`config.mk`:
```
export PLATFORM = sky130hd
export DESIGN_NAME = swd_host_transfer_engine
export DESIGN_NICKNAME = d
export VERILOG_FILES = /design/src/design/swdh_pkg.sv /design/src/design/swdh_seq.sv /design/src/design/swd_host_transfer_engine.sv
export SDC_FILE = /design/constraint.sdc
export NUM_CORES = 1
export LEC_CHECK = 0
export BUFFER_PORTS_ARGS = -buffer_cell sky130_fd_sc_hd__buf_2
export CORE_ASPECT_RATIO = 0.8
export CORE_MARGIN = 4
export CORE_UTILIZATION = 35
export CTS_BUF_LIST = sky130_fd_sc_hd__clkbuf_8
export DETAILED_ROUTE_END_ITERATION = 12
export GPL_TIMING_DRIVEN = 0
export SLEW_MARGIN = 20
export SYNTH_ARGS = -nofsm -noshare
export SYNTH_HDL_FRONTEND = slang
export SYNTH_SLANG_ARGS = --single-unit
```
`constraint.sdc`:
```
create_clock -name clock -period 5.9 [get_ports clock]
set_input_delay 0.59 -clock clock [delete_from_list [all_inputs] [get_ports clock]]
set_output_delay 0.59 -clock clock [all_outputs]
set_load 0.01 [all_outputs]
```
`src/design/swdh_pkg.sv`:
```
// Shared types, codes and helpers of the SWD host transfer engine.
// Used by swdh_seq and swd_host_transfer_engine; no dependencies.
package swdh_pkg;

   localparam int unsigned LINE_RESET_CYCLES = 64;
   localparam logic [15:0] SWITCH_WORD       = 16'hE79E;

   localparam int unsigned REQ_BITS  = 8;
   localparam int unsigned DATA_BITS = 32;
   localparam int unsigned ACK_BITS  = 3;

   // Bit counter must hold the longest phase: the idle phase, set by the 8-bit idle_bits.
   localparam int unsigned CNT_W = 8;

   localparam logic [2:0] ACK_OK    = 3'd1;
   localparam logic [2:0] ACK_WAIT  = 3'd2;
   localparam logic [2:0] ACK_FAULT = 3'd4;

   localparam logic [2:0] ST_OK         = 3'd0;
   localparam logic [2:0] ST_WAIT_LIMIT = 3'd1;
   localparam logic [2:0] ST_FAULT      = 3'd2;
   localparam logic [2:0] ST_PARITY     = 3'd3;
   localparam logic [2:0] ST_BAD_ACK    = 3'd4;

   localparam logic CSR_RETRY_LIMIT = 1'b0;
   localparam logic CSR_IDLE_BITS   = 1'b1;

   localparam logic [6:0] RETRY_LIMIT_RESET = 7'd64;
   localparam logic [7:0] IDLE_BITS_RESET   = 8'd8;

   typedef enum logic [1:0] {
      OP_TICK    = 2'd0,
      OP_START   = 2'd1,
      OP_CONNECT = 2'd2
   } op_type;

   typedef enum logic [3:0] {
      PH_IDLE     = 4'd0,
      PH_REQ      = 4'd1,
      PH_TRN_ACK  = 4'd2,
      PH_ACK      = 4'd3,
      PH_RDATA    = 4'd4,
      PH_RPAR     = 4'd5,
      PH_TRN_END  = 4'd6,
      PH_TRN_PERR = 4'd7,
      PH_TRN_W    = 4'd8,
      PH_WDATA    = 4'd9,
      PH_WPAR     = 4'd10,
      PH_IDLEB    = 4'd11,
      PH_LR1      = 4'd12,
      PH_SWITCH   = 4'd13,
      PH_LR2      = 4'd14,
      PH_CIDLE    = 4'd15
   } phase_type;

   // One accepted item as seen by the sequencer.
   typedef struct packed {
      logic        step;
      logic [1:0]  opcode;
      logic        ap_not_dp;
      logic        read_not_write;
      logic [1:0]  reg_addr;
      logic [31:0] write_data;
      logic        swdio_sample;
   } item_type;

   // One result, in the bit order of the result channel's tdata.
   typedef struct packed {
      logic [31:0] read_data;
      logic [2:0]  status;
      logic        done_res;
      logic        busy_res;
      logic        swdio_enable;
      logic        swdio_drive;
      logic        line_clocked;
   } result_type;

   // Request header, sent LSB first: start, APnDP, RnW, A[3:2], parity, stop, park.
   function automatic logic [7:0] request_byte(input logic ap, input logic rnw,
                                                input logic [1:0] addr);
      logic par;
      par = ap ^ rnw ^ addr[0] ^ addr[1];
      return {1'b1, 1'b0, par, addr, rnw, ap, 1'b1};
   endfunction

   // Final status of an attempt that is not retried.
   function automatic logic [2:0] ack_status(input logic [2:0] ack);
      logic [2:0] st;
      if (ack == ACK_OK) st = ST_OK;
      else if (ack == ACK_WAIT) st = ST_WAIT_LIMIT;
      else if (ack == ACK_FAULT) st = ST_FAULT;
      else st = ST_BAD_ACK;
      return st;
   endfunction

endpackage

```
`src/design/swdh_seq.sv`:
```
// Wire sequencer of the SWD host engine: phase state, counters and latched request.
// Advances one SWCLK cycle per tick item unless idle. Depends on swdh_pkg.
module swdh_seq (
   input  logic                   clock,
   input  logic                   reset,
   input  swdh_pkg::item_type     item,
   input  logic [6:0]             retry_limit,
   input  logic [7:0]             idle_bits,
   output swdh_pkg::result_type   result
);

   swdh_pkg::phase_type phase_ff, phase_in;
   logic [swdh_pkg::CNT_W-1:0] cnt_ff, cnt_in;
   logic [31:0] shift_ff, shift_in;
   logic        lat_ap_ff, lat_ap_in;
   logic        lat_read_ff, lat_read_in;
   logic [1:0]  lat_addr_ff, lat_addr_in;
   logic [31:0] lat_wdata_ff, lat_wdata_in;
   logic [2:0]  ack_ff, ack_in;
   logic [6:0]  attempt_ff, attempt_in;
   logic [2:0]  status_ff, status_in;
   logic [31:0] last_read_ff, last_read_in;

   logic [swdh_pkg::CNT_W:0] cnt_inc;
   logic        wait_retry;
   logic        clocked, busy, done;
   logic        drive, enable;
   logic [7:0]  req_byte;

   assign cnt_inc    = {1'b0, cnt_ff} + 1'b1;
   assign wait_retry = (ack_ff == swdh_pkg::ACK_WAIT) && (attempt_ff < retry_limit);
   assign req_byte   = swdh_pkg::request_byte(lat_ap_ff, lat_read_ff, lat_addr_ff);

   // Next state.
   always_comb begin
      phase_in     = phase_ff;
      cnt_in       = cnt_ff;
      shift_in     = shift_ff;
      lat_ap_in    = lat_ap_ff;
      lat_read_in  = lat_read_ff;
      lat_addr_in  = lat_addr_ff;
      lat_wdata_in = lat_wdata_ff;
      ack_in       = ack_ff;
      attempt_in   = attempt_ff;
      status_in    = status_ff;
      last_read_in = last_read_ff;
      clocked      = 1'b0;
      busy         = 1'b0;
      done         = 1'b0;

      if (item.step) begin
         unique case (item.opcode)
            swdh_pkg::OP_TICK: begin
               if (phase_ff != swdh_pkg::PH_IDLE) begin
                  clocked = 1'b1;
                  busy    = 1'b1;
                  unique case (phase_ff)
                     swdh_pkg::PH_IDLE: begin
                        phase_in = swdh_pkg::PH_IDLE;
                     end
                     swdh_pkg::PH_REQ: begin
                        cnt_in = cnt_inc[swdh_pkg::CNT_W-1:0];
                        if (cnt_inc >= (swdh_pkg::CNT_W+1)'(swdh_pkg::REQ_BITS)) begin
                           phase_in = swdh_pkg::PH_TRN_ACK;
                           cnt_in   = '0;
                        end
                     end
                     swdh_pkg::PH_TRN_ACK: begin
                        phase_in = swdh_pkg::PH_ACK;
                        cnt_in   = '0;
                        ack_in   = '0;
                     end
                     swdh_pkg::PH_ACK: begin
                        ack_in = ack_ff | (3'(item.swdio_sample) << cnt_ff[1:0]);
                        cnt_in = cnt_inc[swdh_pkg::CNT_W-1:0];
                        if (cnt_inc >= (swdh_pkg::CNT_W+1)'(swdh_pkg::ACK_BITS)) begin
                           cnt_in = '0;
                           if (attempt_ff != 7'h7F) attempt_in = attempt_ff + 7'd1;
                           if (ack_in == swdh_pkg::ACK_OK) begin
                              if (lat_read_ff) begin
                                 phase_in = swdh_pkg::PH_RDATA;
                                 shift_in = '0;
                              end else begin
                                 phase_in = swdh_pkg::PH_TRN_W;
                              end
                           end else begin
                              phase_in = swdh_pkg::PH_TRN_END;
                           end
                        end
                     end
                     swdh_pkg::PH_RDATA: begin
                        shift_in[cnt_ff[4:0]] = shift_ff[cnt_ff[4:0]] | item.swdio_sample;
                        cnt_in = cnt_inc[swdh_pkg::CNT_W-1:0];
                        if (cnt_inc >= (swdh_pkg::CNT_W+1)'(swdh_pkg::DATA_BITS)) begin
                           phase_in = swdh_pkg::PH_RPAR;
                           cnt_in   = '0;
                        end
                     end
                     swdh_pkg::PH_RPAR: begin
                        if (item.swdio_sample == ^shift_ff) begin
                           last_read_in = shift_ff;
                           phase_in     = swdh_pkg::PH_TRN_END;
                        end else begin
                           phase_in = swdh_pkg::PH_TRN_PERR;
                        end
                     end
                     swdh_pkg::PH_TRN_END, swdh_pkg::PH_WPAR: begin
                        cnt_in = '0;
                        if (idle_bits != 8'd0) begin
                           phase_in = swdh_pkg::PH_IDLEB;
                        end else if (wait_retry) begin
                           phase_in = swdh_pkg::PH_REQ;
                        end else begin
                           status_in = swdh_pkg::ack_status(ack_ff);
                           phase_in  = swdh_pkg::PH_IDLE;
                           done      = 1'b1;
                        end
                     end
                     swdh_pkg::PH_TRN_PERR: begin
                        status_in = swdh_pkg::ST_PARITY;
                        phase_in  = swdh_pkg::PH_IDLE;
                        cnt_in    = '0;
                        done      = 1'b1;
                     end
                     swdh_pkg::PH_TRN_W: begin
                        shift_in = lat_wdata_ff;
                        phase_in = swdh_pkg::PH_WDATA;
                        cnt_in   = '0;
                     end
                     swdh_pkg::PH_WDATA: begin
                        cnt_in = cnt_inc[swdh_pkg::CNT_W-1:0];
                        if (cnt_inc >= (swdh_pkg::CNT_W+1)'(swdh_pkg::DATA_BITS)) begin
                           phase_in = swdh_pkg::PH_WPAR;
                           cnt_in   = '0;
                        end
                     end
                     swdh_pkg::PH_IDLEB: begin
                        cnt_in = cnt_inc[swdh_pkg::CNT_W-1:0];
                        if (cnt_inc >= {1'b0, idle_bits}) begin
                           cnt_in = '0;
                           if (wait_retry) begin
                              phase_in = swdh_pkg::PH_REQ;
                           end else begin
                              status_in = swdh_pkg::ack_status(ack_ff);
                              phase_in  = swdh_pkg::PH_IDLE;
                              done      = 1'b1;
                           end
                        end
                     end
                     swdh_pkg::PH_LR1, swdh_pkg::PH_LR2: begin
                        cnt_in = cnt_inc[swdh_pkg::CNT_W-1:0];
                        if (cnt_inc >= (swdh_pkg::CNT_W+1)'(swdh_pkg::LINE_RESET_CYCLES)) begin
                           cnt_in = '0;
                           if (phase_ff == swdh_pkg::PH_LR1) phase_in = swdh_pkg::PH_SWITCH;
                           else if (idle_bits == 8'd0) phase_in = swdh_pkg::PH_REQ;
                           else phase_in = swdh_pkg::PH_CIDLE;
                        end
                     end
                     swdh_pkg::PH_SWITCH: begin
                        cnt_in = cnt_inc[swdh_pkg::CNT_W-1:0];
                        if (cnt_inc >= (swdh_pkg::CNT_W+1)'(16)) begin
                           phase_in = swdh_pkg::PH_LR2;
                           cnt_in   = '0;
                        end
                     end
                     swdh_pkg::PH_CIDLE: begin
                        cnt_in = cnt_inc[swdh_pkg::CNT_W-1:0];
                        if (cnt_inc >= {1'b0, idle_bits}) begin
                           phase_in = swdh_pkg::PH_REQ;
                           cnt_in   = '0;
                        end
                     end
                  endcase
               end
            end
            swdh_pkg::OP_START, swdh_pkg::OP_CONNECT: begin
               busy = 1'b1;
               if (phase_ff == swdh_pkg::PH_IDLE) begin
                  attempt_in = '0;
                  cnt_in     = '0;
                  ack_in     = '0;
                  if (item.opcode == swdh_pkg::OP_START) begin
                     lat_ap_in    = item.ap_not_dp;
                     lat_read_in  = item.read_not_write;
                     lat_addr_in  = item.reg_addr;
                     lat_wdata_in = item.write_data;
                     phase_in     = swdh_pkg::PH_REQ;
                  end else begin
                     // Connect ends with a read of DPIDR (DP register 0).
                     lat_ap_in   = 1'b0;
                     lat_read_in = 1'b1;
                     lat_addr_in = 2'd0;
                     phase_in    = swdh_pkg::PH_LR1;
                  end
               end
            end
            default: begin
               busy = 1'b0;
            end
         endcase
      end
   end

   // Line outputs of the current phase.
   always_comb begin
      drive  = 1'b0;
      enable = 1'b0;
      unique case (phase_ff)
         swdh_pkg::PH_REQ: begin
            enable = 1'b1;
            drive  = req_byte[cnt_ff[2:0]];
         end
         swdh_pkg::PH_WDATA: begin
            enable = 1'b1;
            drive  = shift_ff[cnt_ff[4:0]];
         end
         swdh_pkg::PH_WPAR: begin
            enable = 1'b1;
            drive  = ^lat_wdata_ff;
         end
         swdh_pkg::PH_IDLEB, swdh_pkg::PH_CIDLE: begin
            enable = 1'b1;
         end
         swdh_pkg::PH_LR1, swdh_pkg::PH_LR2: begin
            enable = 1'b1;
            drive  = 1'b1;
         end
         swdh_pkg::PH_SWITCH: begin
            enable = 1'b1;
            drive  = swdh_pkg::SWITCH_WORD[cnt_ff[3:0]];
         end
         default: begin
            enable = 1'b0;
         end
      endcase
   end

   always_comb begin
      result.line_clocked = clocked;
      result.swdio_drive  = drive & clocked;
      result.swdio_enable = enable & clocked;
      result.busy_res     = busy;
      result.done_res     = done;
      result.status       = status_in;
      result.read_data    = last_read_in;
   end

   always_ff @(posedge clock) begin
      if (reset) begin
         phase_ff     <= swdh_pkg::PH_IDLE;
         cnt_ff       <= '0;
         shift_ff     <= '0;
         lat_ap_ff    <= 1'b0;
         lat_read_ff  <= 1'b0;
         lat_addr_ff  <= '0;
         lat_wdata_ff <= '0;
         ack_ff       <= '0;
         attempt_ff   <= '0;
         status_ff    <= swdh_pkg::ST_OK;
         last_read_ff <= '0;
      end else begin
         phase_ff     <= phase_in;
         cnt_ff       <= cnt_in;
         shift_ff     <= shift_in;
         lat_ap_ff    <= lat_ap_in;
         lat_read_ff  <= lat_read_in;
         lat_addr_ff  <= lat_addr_in;
         lat_wdata_ff <= lat_wdata_in;
         ack_ff       <= ack_in;
         attempt_ff   <= attempt_in;
         status_ff    <= status_in;
         last_read_ff <= last_read_in;
      end
   end

endmodule

```
`src/design/swd_host_transfer_engine.sv`:
```
// Top level of the SWD host transfer engine: stream ports, settings registers
// and the result register. Depends on swdh_pkg and swdh_seq.
//
// Usage. Every transaction on the req_ channel is one item: a start of a DP/AP
// transfer, a start of the connect sequence (line reset, 0xE79E switch word,
// line reset, idle clocks, then a DPIDR read), or a tick that advances the
// wire by one SWCLK cycle when not idle. Every accepted item yields exactly one
// transaction on the rsp_ channel carrying the SWDIO level and enable for that
// cycle, busy and done flags, the last status and the last good read value.
// The csr_ channel writes retry_limit (index 0) and idle_bits (index 1); it is
// always ready and is meant to be written while no transfer is running.
//
// The result of an item accepted at one edge is registered and shown
// on rsp_ from the next cycle on. The sequencer step is a single pass of
// logic between the phase registers and the result register, so one item is
// accepted every cycle. When the receiver stalls, the result register holds
// its transaction and req_tready drops until that result is taken; while the
// result is being taken, a new item is accepted in the same cycle.
// Reset (synchronous, active high) returns the sequencer to idle, clears the
// status and read data, empties the result register and restores
// retry_limit to 64 and idle_bits to 8.
module swd_host_transfer_engine (
   input  logic        clock,
   input  logic        reset,
   // Request items.
   input  logic        req_tvalid,
   output logic        req_tready,
   // tdata, from bit 0: ap_not_dp, read_not_write, reg_addr[1:0],
   // write_data[31:0], swdio_sample, zero fill [39:37].
   input  logic [39:0] req_tdata,
   // tuser: opcode[1:0].
   input  logic [1:0]  req_tuser,
   // Result items.
   output logic        rsp_tvalid,
   input  logic        rsp_tready,
   // tdata, from bit 0: line_clocked, swdio_drive, swdio_enable, busy_res,
   // done_res, status[2:0], read_data[31:0].
   output logic [39:0] rsp_tdata,
   // Settings writes.
   input  logic        csr_valid,
   output logic        csr_ready,
   input  logic        csr_index,
   input  logic [7:0]  csr_data
);

   logic [6:0]  retry_limit_ff, retry_limit_in;
   logic [7:0]  idle_bits_ff, idle_bits_in;
   logic        rsp_valid_ff, rsp_valid_in;
   logic [39:0] rsp_data_ff, rsp_data_in;

   logic                 req_accept;
   swdh_pkg::item_type   item;
   swdh_pkg::result_type result;

   assign req_tready = !rsp_valid_ff || rsp_tready;
   assign req_accept = req_tvalid && req_tready;
   assign csr_ready  = 1'b1;

   always_comb begin
      item.step           = req_accept;
      item.opcode         = req_tuser;
      item.ap_not_dp      = req_tdata[0];
      item.read_not_write = req_tdata[1];
      item.reg_addr       = req_tdata[3:2];
      item.write_data     = req_tdata[35:4];
      item.swdio_sample   = req_tdata[36];
   end

   swdh_seq u_seq (
      .clock       (clock),
      .reset       (reset),
      .item        (item),
      .retry_limit (retry_limit_ff),
      .idle_bits   (idle_bits_ff),
      .result      (result)
   );

   always_comb begin
      retry_limit_in = retry_limit_ff;
      idle_bits_in   = idle_bits_ff;
      if (csr_valid && csr_ready) begin
         unique case (csr_index)
            swdh_pkg::CSR_RETRY_LIMIT: retry_limit_in = csr_data[6:0];
            swdh_pkg::CSR_IDLE_BITS:   idle_bits_in   = csr_data;
         endcase
      end
   end

   // The result register refills on every accept and otherwise holds until taken.
   assign rsp_valid_in = req_accept || (rsp_valid_ff && !rsp_tready);
   assign rsp_data_in  = req_accept ? 40'(result) : rsp_data_ff;

   always_ff @(posedge clock) begin
      if (reset) begin
         retry_limit_ff <= swdh_pkg::RETRY_LIMIT_RESET;
         idle_bits_ff   <= swdh_pkg::IDLE_BITS_RESET;
         rsp_valid_ff   <= 1'b0;
      end else begin
         retry_limit_ff <= retry_limit_in;
         idle_bits_ff   <= idle_bits_in;
         rsp_valid_ff   <= rsp_valid_in;
      end
   end

   always_ff @(posedge clock) begin
      rsp_data_ff <= rsp_data_in;
   end

   assign rsp_tvalid = rsp_valid_ff;
   assign rsp_tdata  = rsp_data_ff;

endmodule

```
==> After elaboration in Yosys (flattened, before gate mapping) <==
Memories as Yosys holds them, arrays and structs flattened. A register that Yosys moved wholly into a read port is not among the register bits.
Index checks and enable logic that the tools add are counted.
{ "totals": {"regBits": 181, "romBits": 16, "inputBits": 56, "memories": 1} }
{ "mem_list": {"columns": ["name", "words", "width", "rd", "rd_ports_with_merged_regs", "write_ports", "line_no", "text"], "rows": [
  ["(name not given)", 16, 1, 1, 1, 0, "swdh_seq.sv:230", "drive = swdh_pkg::SWITCH_WORD[cnt_ff[3:0]];"]
]} }
{ "op_classes": {"n_addsub": 2, "n_lt_le_gt_ge": 11, "n_eq_ne": 41, "shifts": 1, "muxes": 82, "bitwise": 8, "n_reduce_logical": 35} }
{ "ops": {"columns": ["cell", "n"], "rows": [
  ["$mux 32", 8],
  ["$pmux 32 s3", 1],
  ["$mux 4", 18],
  ["$mux 8", 8],
  ["$reduce_xor 32->1", 2],
  ["$pmux 8 s7", 1],
  ["$pmux 4 s13", 1],
  ["$mux 7", 5],
  ["$mux 3", 11],
  ["$bwmux 32", 1],
  ["$eq 4x4->1 const B", 8],
  ["$ne 3x2->1 const B", 8],
  ["$eq 4x3->1 const B", 4],
  ["$pmux 8 s2", 1],
  ["$mux 1", 15],
  ["$ne 2x1->1 const B", 7],
  ["$pmux 7 s2", 1],
  ["$reduce_and 7->1", 2],
  ["$pmux 3 s2", 2],
  ["$reduce_and 12->1", 1],
  ["$reduce_or 2->1", 6],
  ["$reduce_and 5->1", 2],
  ["$add 8x1->9 const B", 1],
  ["$ge 9x2->1 const B", 1],
  ["53 further kinds", 65]
]} }

==> Longest topological paths before layout <==
Gate-level depths: netlist of the first run.
{ "logic_depth": {"word_depth": 10, "depth_mapped": 17} }

==> Hierarchy <==
Synthesis of the first run repeated with hierarchy kept, for this count alone.
{ "hier_totals": {"hier_cells": 1083, "hier_area_um2": 9964.6} }
{ "modules_own_cells": {"columns": ["module", "instances", "cells_each", "area_per_inst_um2"], "rows": [
  ["swdh_seq", 1, 973, 8050.2],
  ["swd_host_transfer_engine", 1, 110, 1914.3]
]} }

==> Worst setup path before layout of the first run <==
OpenSTA, ideal clock, no wires.
{ "synth_timing": {"path_kind": "reg2reg", "from": "register u_seq.cnt_ff[0] in the netlist's numbering", "to": "register with a tool-made name", "arrival_time_ns": 3.487, "t_required_ns": 5.774, "path_slack_ns": 2.287, "stages_incl_launch_ff": 18, "path_buffers": 2, "period_less_slack_ns": 3.613, "path_cell_list": "dfxtp_1 buf_2 clkbuf_1 inv_1 ha_1 ha_1 nand2_1 o21ai_0 a31oi_1 o211ai_1 o31ai_1 o21ai_0 nor2_1 mux2i_1 nor2_1 ha_1 nor4bb_1 nor3_1"} }
{ "synth_lines": {"columns": ["element", "line_no", "text"], "rows": [
  ["start, declared", "swdh_seq.sv:13", "logic [swdh_pkg::CNT_W-1:0] cnt_ff, cnt_in;"],
  ["start signal, assigned", "swdh_seq.sv:263", "cnt_ff <= cnt_in;"]
]} }

==> impl_metrics.env, run 1 <==
export IMPL_crit_required_ns=6.27
export IMPL_grt_first_pass_wirelength_microns=43690
export IMPL_syn_area_sq_um=9492
export IMPL_cts_buffer_depth=2
export IMPL_period_share_pct=84.08
export IMPL_crit_path_frequent_cell="ha_1"
export IMPL_syn_nets=1151
export IMPL_setup_viol=0
export IMPL_async_flop_share_pct=0
export IMPL_crit_path_cell_trace="buf_2 -> clkbuf_1 -> inv_1 -> ha_1 -> ha_1 -> nand2_1 -> o21ai_0 -> nand4_1 -> a21oi_1 -> o31ai_1 -> o21ai_0 -> nor2_1 -> mux2i_1 -> nor2_1 -> ha_1 -> nor4bb_1 -> nor3_1"
export IMPL_drive_above_1_share_pct=14.73
export IMPL_cts_resized=0
export IMPL_crit_type="reg2reg"
export IMPL_ctsRootBufferMaster="clkbuf_8"
export IMPL_drc=0
export IMPL_path_clk_slew_ns=0.11
export IMPL_max_freq_mhz=201.6
export IMPL_io_buffers=91
export IMPL_synth_ff_type="dfxtp_1"
export IMPL_globalplace_congestion=0.9429
export IMPL_syn_inst=1071
export IMPL_dp_hpwl_microns=21300
export IMPL_synth_edf_count=40
export IMPL_critPathArrivalTime_ns=5.33
export IMPL_crit_path_max_fanout=10
export IMPL_grtUsageTotal_pct=18.71
export IMPL_clock_sinks=182
export IMPL_die_area_sq_um=29830
export IMPL_hold_path_class="in2reg"
export IMPL_via_per_inst=5.394
export IMPL_drv_slew=0
export IMPL_hold_buffers=0
export IMPL_grt_max_degree=39
export IMPL_outcome="finished clean"
export IMPL_rsz0062_at_grt="no"
export IMPL_place_area_sq_um=10410
export IMPL_die_y_microns=155.3
export IMPL_drt_wl_total_microns=27910
export IMPL_worstMarginPinSlew_ns=1.005
export IMPL_postCtsSetupBuffers=0
export IMPL_hold_viol_final=0
export IMPL_fin_setup_tns_ns=0
export IMPL_max_stage_delay_ns=0.58
export IMPL_fin_skew_ns=0.01968
export IMPL_relSlewSlack_pct=32.48
export IMPL_fin_nets=1262
export IMPL_insertion_delay_ns=0.48
export IMPL_grt_antenna_before_repair=0
export IMPL_ys_seq_elements=182
export IMPL_synth_cell_types=60
export IMPL_drt_wirelength_per_cell_microns=17.98
export IMPL_yosysWarnings=0
export IMPL_irDropWorstVdd_uv=134.3
export IMPL_dr_pass1_iters=7
export IMPL_start_kind="flop"
export IMPL_fill_cells=2676
export IMPL_core_sq_um=26460
export IMPL_die_x_microns=192.1
export IMPL_power_static_leakage_nw=4.035
export IMPL_max_cap_violations=0
export IMPL_initial_core_util_pct=35.87
export IMPL_min_period_ns=4.960
export IMPL_gr_total_overflow=0
export IMPL_io_pins=99
export IMPL_cp_end_kind="flop"
export IMPL_final_area_sq_um=10830
export IMPL_num_vias=8371
export IMPL_crit_path_top_delay_cell="a21oi_1"
export IMPL_power_density_nw_per_um2=233.8
export IMPL_synth_area_per_cell_sq_um=8.862
export IMPL_areaGrowthSynthToFinish_pct=14.08
export IMPL_detail_route_antenna_nets=0
export IMPL_h_tree_depth=4
export IMPL_seq_area_frac_synth_pct=42.60
export IMPL_numCtsBuffers=17
export IMPL_n_antenna_cell=0
export IMPL_drt_iter0_drc=906
export IMPL_num_rows=53
export IMPL_cts_tree="built"
export IMPL_first_global_vias=7594
-- state kept, by name (all words and copies together) (netlist names), named ones only --
signal,cells
u_seq.status_ff,3
u_seq.lat_wdata_ff,32
u_seq.cnt_ff,8
u_seq.shift_ff,32
u_seq.lat_read_ff,1
u_seq.last_read_ff,32
rsp_tdata,40
u_seq.attempt_ff,7
idle_bits_ff,8
u_seq.lat_ap_ff,1
u_seq.ack_ff,3
retry_limit_ff,7
rsp_tvalid,1
u_seq.lat_addr_ff,2
u_seq.phase_ff,4
-- per-stage QoR --
stage               utilization (%)  hold WS, ns  setup WS, ns  total power, mW  std cells
floorplan                         -       0.4458         2.287            1.570       1071
global placement              39.28       0.4637         1.072            1.686       1519
detailed placement            39.36       0.4730         1.135            1.689       1520
CTS                           40.92       0.3114         1.102            2.547       1552
global route                  40.92       0.3278        0.6533            2.639       1552
finish                        40.92       0.3311        0.9395            2.532       1552
-- final timing paths --
check | from | endpoint | slack (ns) | cells after the start
min reg2reg | u_seq.lat_addr_ff[0] | u_seq.lat_addr_ff[0] | 0.49 | 2
max reg2reg | u_seq.cnt_ff[0] | flop | 0.94 | 17
max | u_seq.cnt_ff[0] | flop | 0.94 | 17
min | csr_data[6] | retry_limit_ff[6] | 0.33 | 2
-- cells in the mapped netlist, types with 7 or more instances --
library cell | instances | area share [%]
o21ai_0 | 26 | 1.4
nand2_1 | 114 | 4.5
edfxtp_1 | 40 | 13
a221oi_1 | 32 | 3.0
xnor2_1 | 62 | 5.7
nor2_1 | 93 | 3.7
dfxtp_1 | 142 | 30
o31ai_1 | 9 | 0.71
nor3_1 | 47 | 2.5
a21oi_1 | 107 | 5.6
ha_1 | 24 | 3.2
xor2_1 | 16 | 1.5
nand2b_1 | 10 | 0.66
nand3_1 | 20 | 1.1
clkbuf_1 | 61 | 2.4
nand4_1 | 7 | 0.46
buf_1 | 8 | 0.32
a31oi_1 | 38 | 2.5
mux4_2 | 9 | 2.1
nor2b_1 | 43 | 2.8
and3_1 | 10 | 0.66
mux2_2 | 26 | 3.1
inv_1 | 25 | 0.99
-- report_power, final --
part           switching [mW]  internal, mW
Clock                   0.540         0.326
Combinational           0.220         0.118
Sequential             0.0260          1.30
-- cells by family after synthesis --
kind of cell / Yosys count / synth area share [%]
XOR/XNOR: 78 / 7.197
AND/OR/NAND/NOR: 377 / 18.93
buffers and inverters: 103 / 4.297
flip-flops: 182 / 42.60
AO/OA/AOI/OAI: 259 / 17.20
multiplexers: 47 / 6.565
adder cells (fa/ha/maj): 24 / 3.164
other: 1 / 0.03951
-- per-layer routing --
| metal | up-vias | track usage (%) | routed length, microns |
|---|---|---|---|
| li1 | 4062 | - | - |
| met1 | 3922 | 30.31 | 14180 |
| met2 | 363 | 24.57 | 10680 |
| met3 | 24 | 4.217 | 2787 |
| met4 | 0 | 4.481 | 263 |
| met5 | - | 0 | 0 |
-- worst max-delay path, delay by kind of cell (launching register included) --
kind                       cells  cell delay [ns]
muxes                          1             0.27
adders and majority gates      3             1.04
DFF                            1             0.48
buffers and inverters          3             1.07
and+or+nand+nor                6             0.74
AOI/OAI and AO/OA              4             1.25
-- cell usage in the layout (no fill, tap or decap), drive strengths merged, types with 7 or more instances in the layout --
cell,count
xor2,16
xnor2,62
buf,109
nand3,20
o21ai,27
nor3,47
mux2,32
and3,10
nand2b,10
nand4,7
clkbuf,78
inv,32
edfxtp,40
a21oi,107
ha,24
nor2b,43
clkinv,7
mux4,9
a31oi,38
a221oi,32
dfxtp,142
nor2,93
o31ai,9
nand2,114
-- area by class of cell --
cell class	instances	area [sq um]	area share [%]
Clock inverter	15	180.2	1.664
Sequential cell	182	4044	37.35
Tap cell	357	446.7	4.125
Timing Repair Buffer	92	475.5	4.391
Multi-Input combinational cell	786	5040	46.54
Buffer	78	314.1	2.900
Inverter	25	93.84	0.8667
Clock buffer	17	234.0	2.161
(Power assumes the default switching activity.)
==> run 2, diff against run 1 <==
--- a/config.mk
+++ b/config.mk
@@ -5,6 +5,7 @@
 export SDC_FILE = /design/constraint.sdc
 export NUM_CORES = 1
 export LEC_CHECK = 0
+export ABC_AREA = 1
 export BUFFER_PORTS_ARGS = -buffer_cell sky130_fd_sc_hd__buf_2
 export CORE_ASPECT_RATIO = 0.8
 export CORE_MARGIN = 4
==> constraint.sdc (replaced) <==
create_clock -name clock -period 5 [get_ports clock]
set_input_delay 0.5 -clock clock [delete_from_list [all_inputs] [get_ports clock]]
set_output_delay 0.5 -clock clock [all_outputs]
set_load 0.01 [all_outputs]
==> run 2 against run 1 <==
Net effect: synthesized cell count is 31% higher; critical path depth is 7 higher; clock power is 14% higher; cell area is 8.1% higher; largest power group unchanged; global-route usage is 0.57 points lower; via count is 12% higher; power is 27% higher; hold slack worse by 0.069 ns.
==> impl_metrics.env, run 2 <==
export IMPL_hold_viol_final=0
export IMPL_crit_type="reg2reg"
export IMPL_drive_above_1_share_pct=18.19
export IMPL_detail_route_antenna_nets=0
export IMPL_io_buffers=94
export IMPL_hold_buffers=0
export IMPL_insertion_delay_ns=0.47
export IMPL_dr_pass1_iters=5
export IMPL_drt_wl_total_microns=29980
export IMPL_pre_cts_ws_ns=1.458
export IMPL_yosysTopAreaCell="dfxtp_1"
export IMPL_setup_ws_ns=1.430
export IMPL_globalplace_congestion=0.9313
export IMPL_setup_viol=0
export IMPL_cts_buffer_depth=2
export IMPL_grt_antenna_before_repair=0
export IMPL_yosysWarnings=0
export IMPL_core_sq_um=29290
export IMPL_dp_hpwl_microns=23790
export IMPL_seq_area_frac_synth_pct=38.99
export IMPL_worstMarginPinSlew_ns=0.8493
export IMPL_crit_path_max_fanout=10
export IMPL_drt_iter0_drc=752
export IMPL_via_per_inst=4.918
export IMPL_hold_ws_ns=0.2625
export IMPL_n_antenna_cell=0
export IMPL_io_pins=99
export IMPL_synth_edf_count=40
export IMPL_yosys_area_top_type_share_pct=27.41
export IMPL_rrSetupSlack_ns=1.43
export IMPL_syn_nets=1487
export IMPL_final_area_sq_um=11710
export IMPL_syn_inst=1407
export IMPL_areaGrowthSynthToFinish_pct=12.90
export IMPL_path_clk_slew_ns=0.11
export IMPL_min_period_ns=3.570
export IMPL_postCtsSetupBuffers=0
export IMPL_numCtsBuffers=17
export IMPL_grt_max_degree=34
export IMPL_relSlewSlack_pct=43.38
export IMPL_first_global_vias=8703
export IMPL_place_area_sq_um=11330
export IMPL_grt_first_pass_wirelength_microns=47680
export IMPL_largest_reg_flops=40
export IMPL_synth_cell_types=49
export IMPL_synth_common_cells="nand2_1, inv_1, nor2_1"
export IMPL_ctsRootBufferMaster="clkbuf_8"
export IMPL_rsz0062_at_grt="no"
export IMPL_power_density_nw_per_um2=274.8
export IMPL_drc=0
export IMPL_max_cap_violations=0
export IMPL_synth_area_per_cell_sq_um=7.371
export IMPL_die_area_sq_um=32470
export IMPL_num_rows=56
export IMPL_num_vias=9399
export IMPL_syn_area_sq_um=10370
export IMPL_yosysMostFrequentCell="nand2_1"
export IMPL_drv_slew=0
export IMPL_fin_nets=1601
export IMPL_async_flop_share_pct=0
export IMPL_ys_seq_elements=182
export IMPL_power_static_leakage_nw=5.106
export IMPL_fin_skew_ns=0.01771
export IMPL_hold_path_class="in2reg"
export IMPL_cts_resized=0
export IMPL_layout_common_cells="nand2_1, inv_1, nor2_1, dfxtp_1, o21ai_0"
export IMPL_clock_sinks=182
export IMPL_grtUsageTotal_pct=18.14
export IMPL_start_kind="flop"
export IMPL_crit_required_ns=5.37
export IMPL_die_y_microns=162.0
export IMPL_h_tree_depth=4
export IMPL_gr_total_overflow=0
export IMPL_cp_end_kind="flop"
export IMPL_max_freq_mhz=280.1
export IMPL_irDropWorstVdd_uv=156.4
export IMPL_synth_ff_type="dfxtp_1"
export IMPL_cts_tree="built"
export IMPL_drt_wirelength_per_cell_microns=15.69
export IMPL_fill_cells=3115
export IMPL_fin_setup_tns_ns=0
export IMPL_yosys_top_cells_area="dfxtp_1, edfxtp_1, nand2_1, inv_1, nor2_1"
export IMPL_period_share_pct=71.41
export IMPL_critPathArrivalTime_ns=3.94
export IMPL_initial_core_util_pct=35.41
export IMPL_final_common_cell="nand2_1"
export IMPL_die_x_microns=200.5
export IMPL_outcome="finished clean"
==> run 2: cell types whose count changed after synthesis, sizes merged, moves of 43 or more <==
cell / delta
inv: +168
nand2: +162
nand3: +58
nor2: +103
nor2b: -43
o21ai: +133
==> run 2: path summary, 6_finish.rpt <==
path,from,endpoint,cells past startpoint
worst max-delay path,u_seq.cnt_ff[0],flop,24
worst min-delay path,req_tvalid,rsp_tvalid,3
worst max register to register,u_seq.cnt_ff[0],flop,24
worst min register to register,u_seq.lat_addr_ff[1],u_seq.lat_addr_ff[1],2
==> run 2: cell families after synthesis <==
family	share of synthesized area, %
other	0.03616
adders and majority gates	2.895
AOI/OAI and AO/OA	17.11
DFF	38.99
and+or+nand+nor	25.23
buffers and inverters	10.51
xor gates and xnor gates	5.236
==> run 2: cell type report <==
class / instances / area (sq um) / share of cell area, %
Multi-Input combinational cell: 971 / 5238 / 44.73
Sequential cell: 182 / 4044 / 34.54
Inverter: 195 / 734.5 / 6.273
Timing Repair Buffer: 95 / 490.5 / 4.189
Tap cell: 377 / 471.7 / 4.029
Buffer: 59 / 355.3 / 3.035
Clock buffer: 17 / 234.0 / 1.998
Clock inverter: 15 / 141.4 / 1.208
==> run 2: report_power, final <==
group | switching [mW] | total, mW | internal, mW
Sequential | 0.0532 | 1.61 | 1.56
Clock | 0.619 | 0.985 | 0.366
Combinational | 0.411 | 0.623 | 0.211
==> run 2: metal layers <==
layer	global-route usage, %	vias to the layer above	routed length, microns
met5	0	-	0
met1	28.43	4279	15860
met2	25.52	272	11760
met4	4.190	0	407
met3	3.473	29	1953
li1	-	4819	-
==> run 2: metrics by stage <==
stage          total power [mW]  cells  utilization, %
2_1_floorplan             2.065   1407               -
3_3_place_gp              2.251   1878           38.63
3_5_place_dp              2.259   1879           38.70
4_1_cts                   3.239   1911           39.98
5_1_grt                   3.377   1911           39.98
6_report                  3.217   1911           39.98
==> run 2: worst max-delay path, cell delays in order (launching register included) <==
cell     delay, ns
dfxtp_1       0.61
ha_1          0.36
nand3_1       0.14
nand2_1       0.08
nand2_1       0.13
ha_1          0.34
nand2_1       0.07
nor2_1        0.10
nand2_1       0.06
nand3_1       0.06
nand2_1       0.06
nand3_1       0.07
nand2_1       0.08
nand3_1       0.10
nand2_1       0.06
nor2_1        0.19
nand3_2       0.13
nand3_1       0.09
nand2_1       0.06
nand3_1       0.15
inv_1         0.06
ha_1          0.28
nand3_1       0.07
nand3_1       0.08
nand2_1       0.06
==> run 3, diff against run 2 <==
==> constraint.sdc (replaced) <==
create_clock -name clock -period 3.16 [get_ports clock]
set_input_delay 0.316 -clock clock [delete_from_list [all_inputs] [get_ports clock]]
set_output_delay 0.316 -clock clock [all_outputs]
set_load 0.01 [all_outputs]
==> run 3 against run 2 <==
Net effect: sequential share of layout area decreased by 0.59 points; global-route usage barely moved; critical path depth did not move; via count increased by 0.72%; largest power group unchanged; sequential power increased by 58%; die area unchanged.
==> impl_metrics.env, run 3 (synthesis results as in run 2) <==
export IMPL_fill_cells=3083
export IMPL_layout_common_cells="nand2_1, inv_1, nor2_1, dfxtp_1, o21ai_0"
export IMPL_start_kind="flop"
export IMPL_use_met2_pct=25.52
export IMPL_num_rows=56
export IMPL_crit_required_ns=3.53
export IMPL_drv_slew=0
export IMPL_min_period_ns=2.939
export IMPL_relSlewSlack_pct=43.67
export IMPL_hold_buffers=0
export IMPL_max_freq_mhz=340.2
export IMPL_hold_path_class="in2reg"
export IMPL_grt_busiest_layer="met1"
export IMPL_grt_first_pass_wirelength_microns=47720
export IMPL_hold_viol_final=0
export IMPL_final_common_cell="nand2_1"
export IMPL_ctsRootBufferMaster="clkbuf_8"
export IMPL_num_vias=9467
export IMPL_detail_route_antenna_nets=0
export IMPL_final_seq_area_sq_um=4054
export IMPL_drive_above_1_share_pct=20.39
export IMPL_insertion_delay_ns=0.47
export IMPL_grt_use_met1_pct=28.40
export IMPL_grtUsageTotal_pct=18.16
export IMPL_worstMarginPinSlew_ns=0.8449
export IMPL_via_per_inst=4.938
export IMPL_pre_cts_ws_ns=-0.3816
export IMPL_hold_ws_ns=0.07875
export IMPL_setup_ws_ns=0.2206
export IMPL_power_static_leakage_nw=5.160
export IMPL_first_global_vias=8724
export IMPL_grt_antenna_before_repair=0
export IMPL_grt_max_degree=34
export IMPL_drt_iter0_drc=704
export IMPL_globalplace_congestion=0.9313
export IMPL_areaGrowthSynthToFinish_pct=15.14
export IMPL_cp_end_kind="flop"
export IMPL_io_buffers=94
export IMPL_h_tree_depth=4
export IMPL_max_cap_violations=0
export IMPL_dr_pass1_iters=5
export IMPL_crit_path_max_fanout=7
export IMPL_fin_setup_tns_ns=0
export IMPL_largest_reg_flops=40
export IMPL_drt_wl_total_microns=30200
export IMPL_critPathArrivalTime_ns=3.31
export IMPL_dp_hpwl_microns=23790
export IMPL_power_density_nw_per_um2=428.6
export IMPL_multi_input_area_sq_um=5388
export IMPL_fin_nets=1607
export IMPL_met3_usage_pct=3.473
export IMPL_clock_sinks=182
export IMPL_core_sq_um=29290
export IMPL_cts_buffer_depth=2
export IMPL_initial_core_util_pct=35.41
export IMPL_numCtsBuffers=17
export IMPL_gr_total_overflow=0
export IMPL_die_y_microns=162.0
export IMPL_power_mw=5.118
export IMPL_n_antenna_cell=0
export IMPL_die_area_sq_um=32470
export IMPL_fin_skew_ns=0.01856
export IMPL_outcome="finished clean"
export IMPL_drc=0
export IMPL_path_clk_slew_ns=0.11
export IMPL_crit_type="reg2reg"
export IMPL_drt_wirelength_per_cell_microns=15.75
export IMPL_cts_tree="built"
export IMPL_io_pins=99
export IMPL_irDropWorstVdd_uv=250.1
export IMPL_period_share_pct=93.02
export IMPL_setup_viol=0
export IMPL_die_x_microns=200.5
run 3: changes by cell type in the layout (fill, tap and decap cells not counted), moves of 3 or more:
cell,delta
nor2_1,-3
ha_1,-5
ha_4,+5
nand2_1,-7
nand3_1,-6
dfxtp_1,-4
nand2_2,+7
nand3_2,+6
buf_4,+5
buf_2,-3
run 3: metal layers:
metal,share of wire [%],up-vias
li1,-,4817
met1,52,4318
met2,39,301
met3,7.1,31
met4,1.5,0
met5,0,-
run 3: per-stage QoR:
stage,instance area [sq um],util (%),cells
floorplan,10370,-,1407
global placement,11310,38.63,1878
detailed placement,11330,38.70,1879
CTS,11750,40.11,1911
global route,11940,40.77,1917
finish,11940,40.77,1917
run 3: repair_timing:
| item | CTS | global route |
|---|---|---|
| setup buffers | 1 | 6 |
| resized for setup | 11 | 35 |
| setup endpoints to repair | 6 | 7 |
| pin swaps | 0 | 7 |
run 3: final cells by class:
type	count	area share [%]
well taps	377	3.950
flip-flops and latches	182	33.95
clock inverters	15	1.184
inverters	195	6.192
clock buffers	17	1.959
multi-input cells	971	45.12
plain buffers	58	3.101
repair buffers	102	4.547
run 3: worst paths after layout:
check                     from                end  slack [ns]  cells past startpoint
max            u_seq.cnt_ff[1]               flop        0.22                     24
min                 req_tvalid         rsp_tvalid        0.08                      3
max reg2reg    u_seq.cnt_ff[1]               flop        0.22                     24
min reg2reg  retry_limit_ff[2]  retry_limit_ff[2]        0.48                      2
run 3: critical path: stages, from the launching register on:
cell     delay, ns
dfxtp_4       0.41
buf_8         0.14
inv_4         0.05
buf_6         0.12
ha_4          0.23
ha_1          0.28
nand2_1       0.04
nor2_1        0.09
nand2_1       0.06
nand3_1       0.06
nand2_1       0.07
nand3_2       0.07
nand2_2       0.06
nand3_2       0.07
nand2_2       0.06
nor2_4        0.14
nand3_2       0.11
nand3_2       0.09
nand2_2       0.06
nand3_2       0.10
inv_1         0.05
ha_1          0.27
nand3_1       0.07
nand3_1       0.09
nand2_1       0.06
run 3: report_power, final:
group | internal [mW] | switching, mW | total [mW] | leakage, nW
combinational | 0.353 | 0.664 | 1.02 | 3.42
clock | 0.579 | 0.976 | 1.56 | 0.181
sequential | 2.46 | 0.0830 | 2.55 | 1.56
total | 3.39 | 1.72 | 5.12 | 5.16
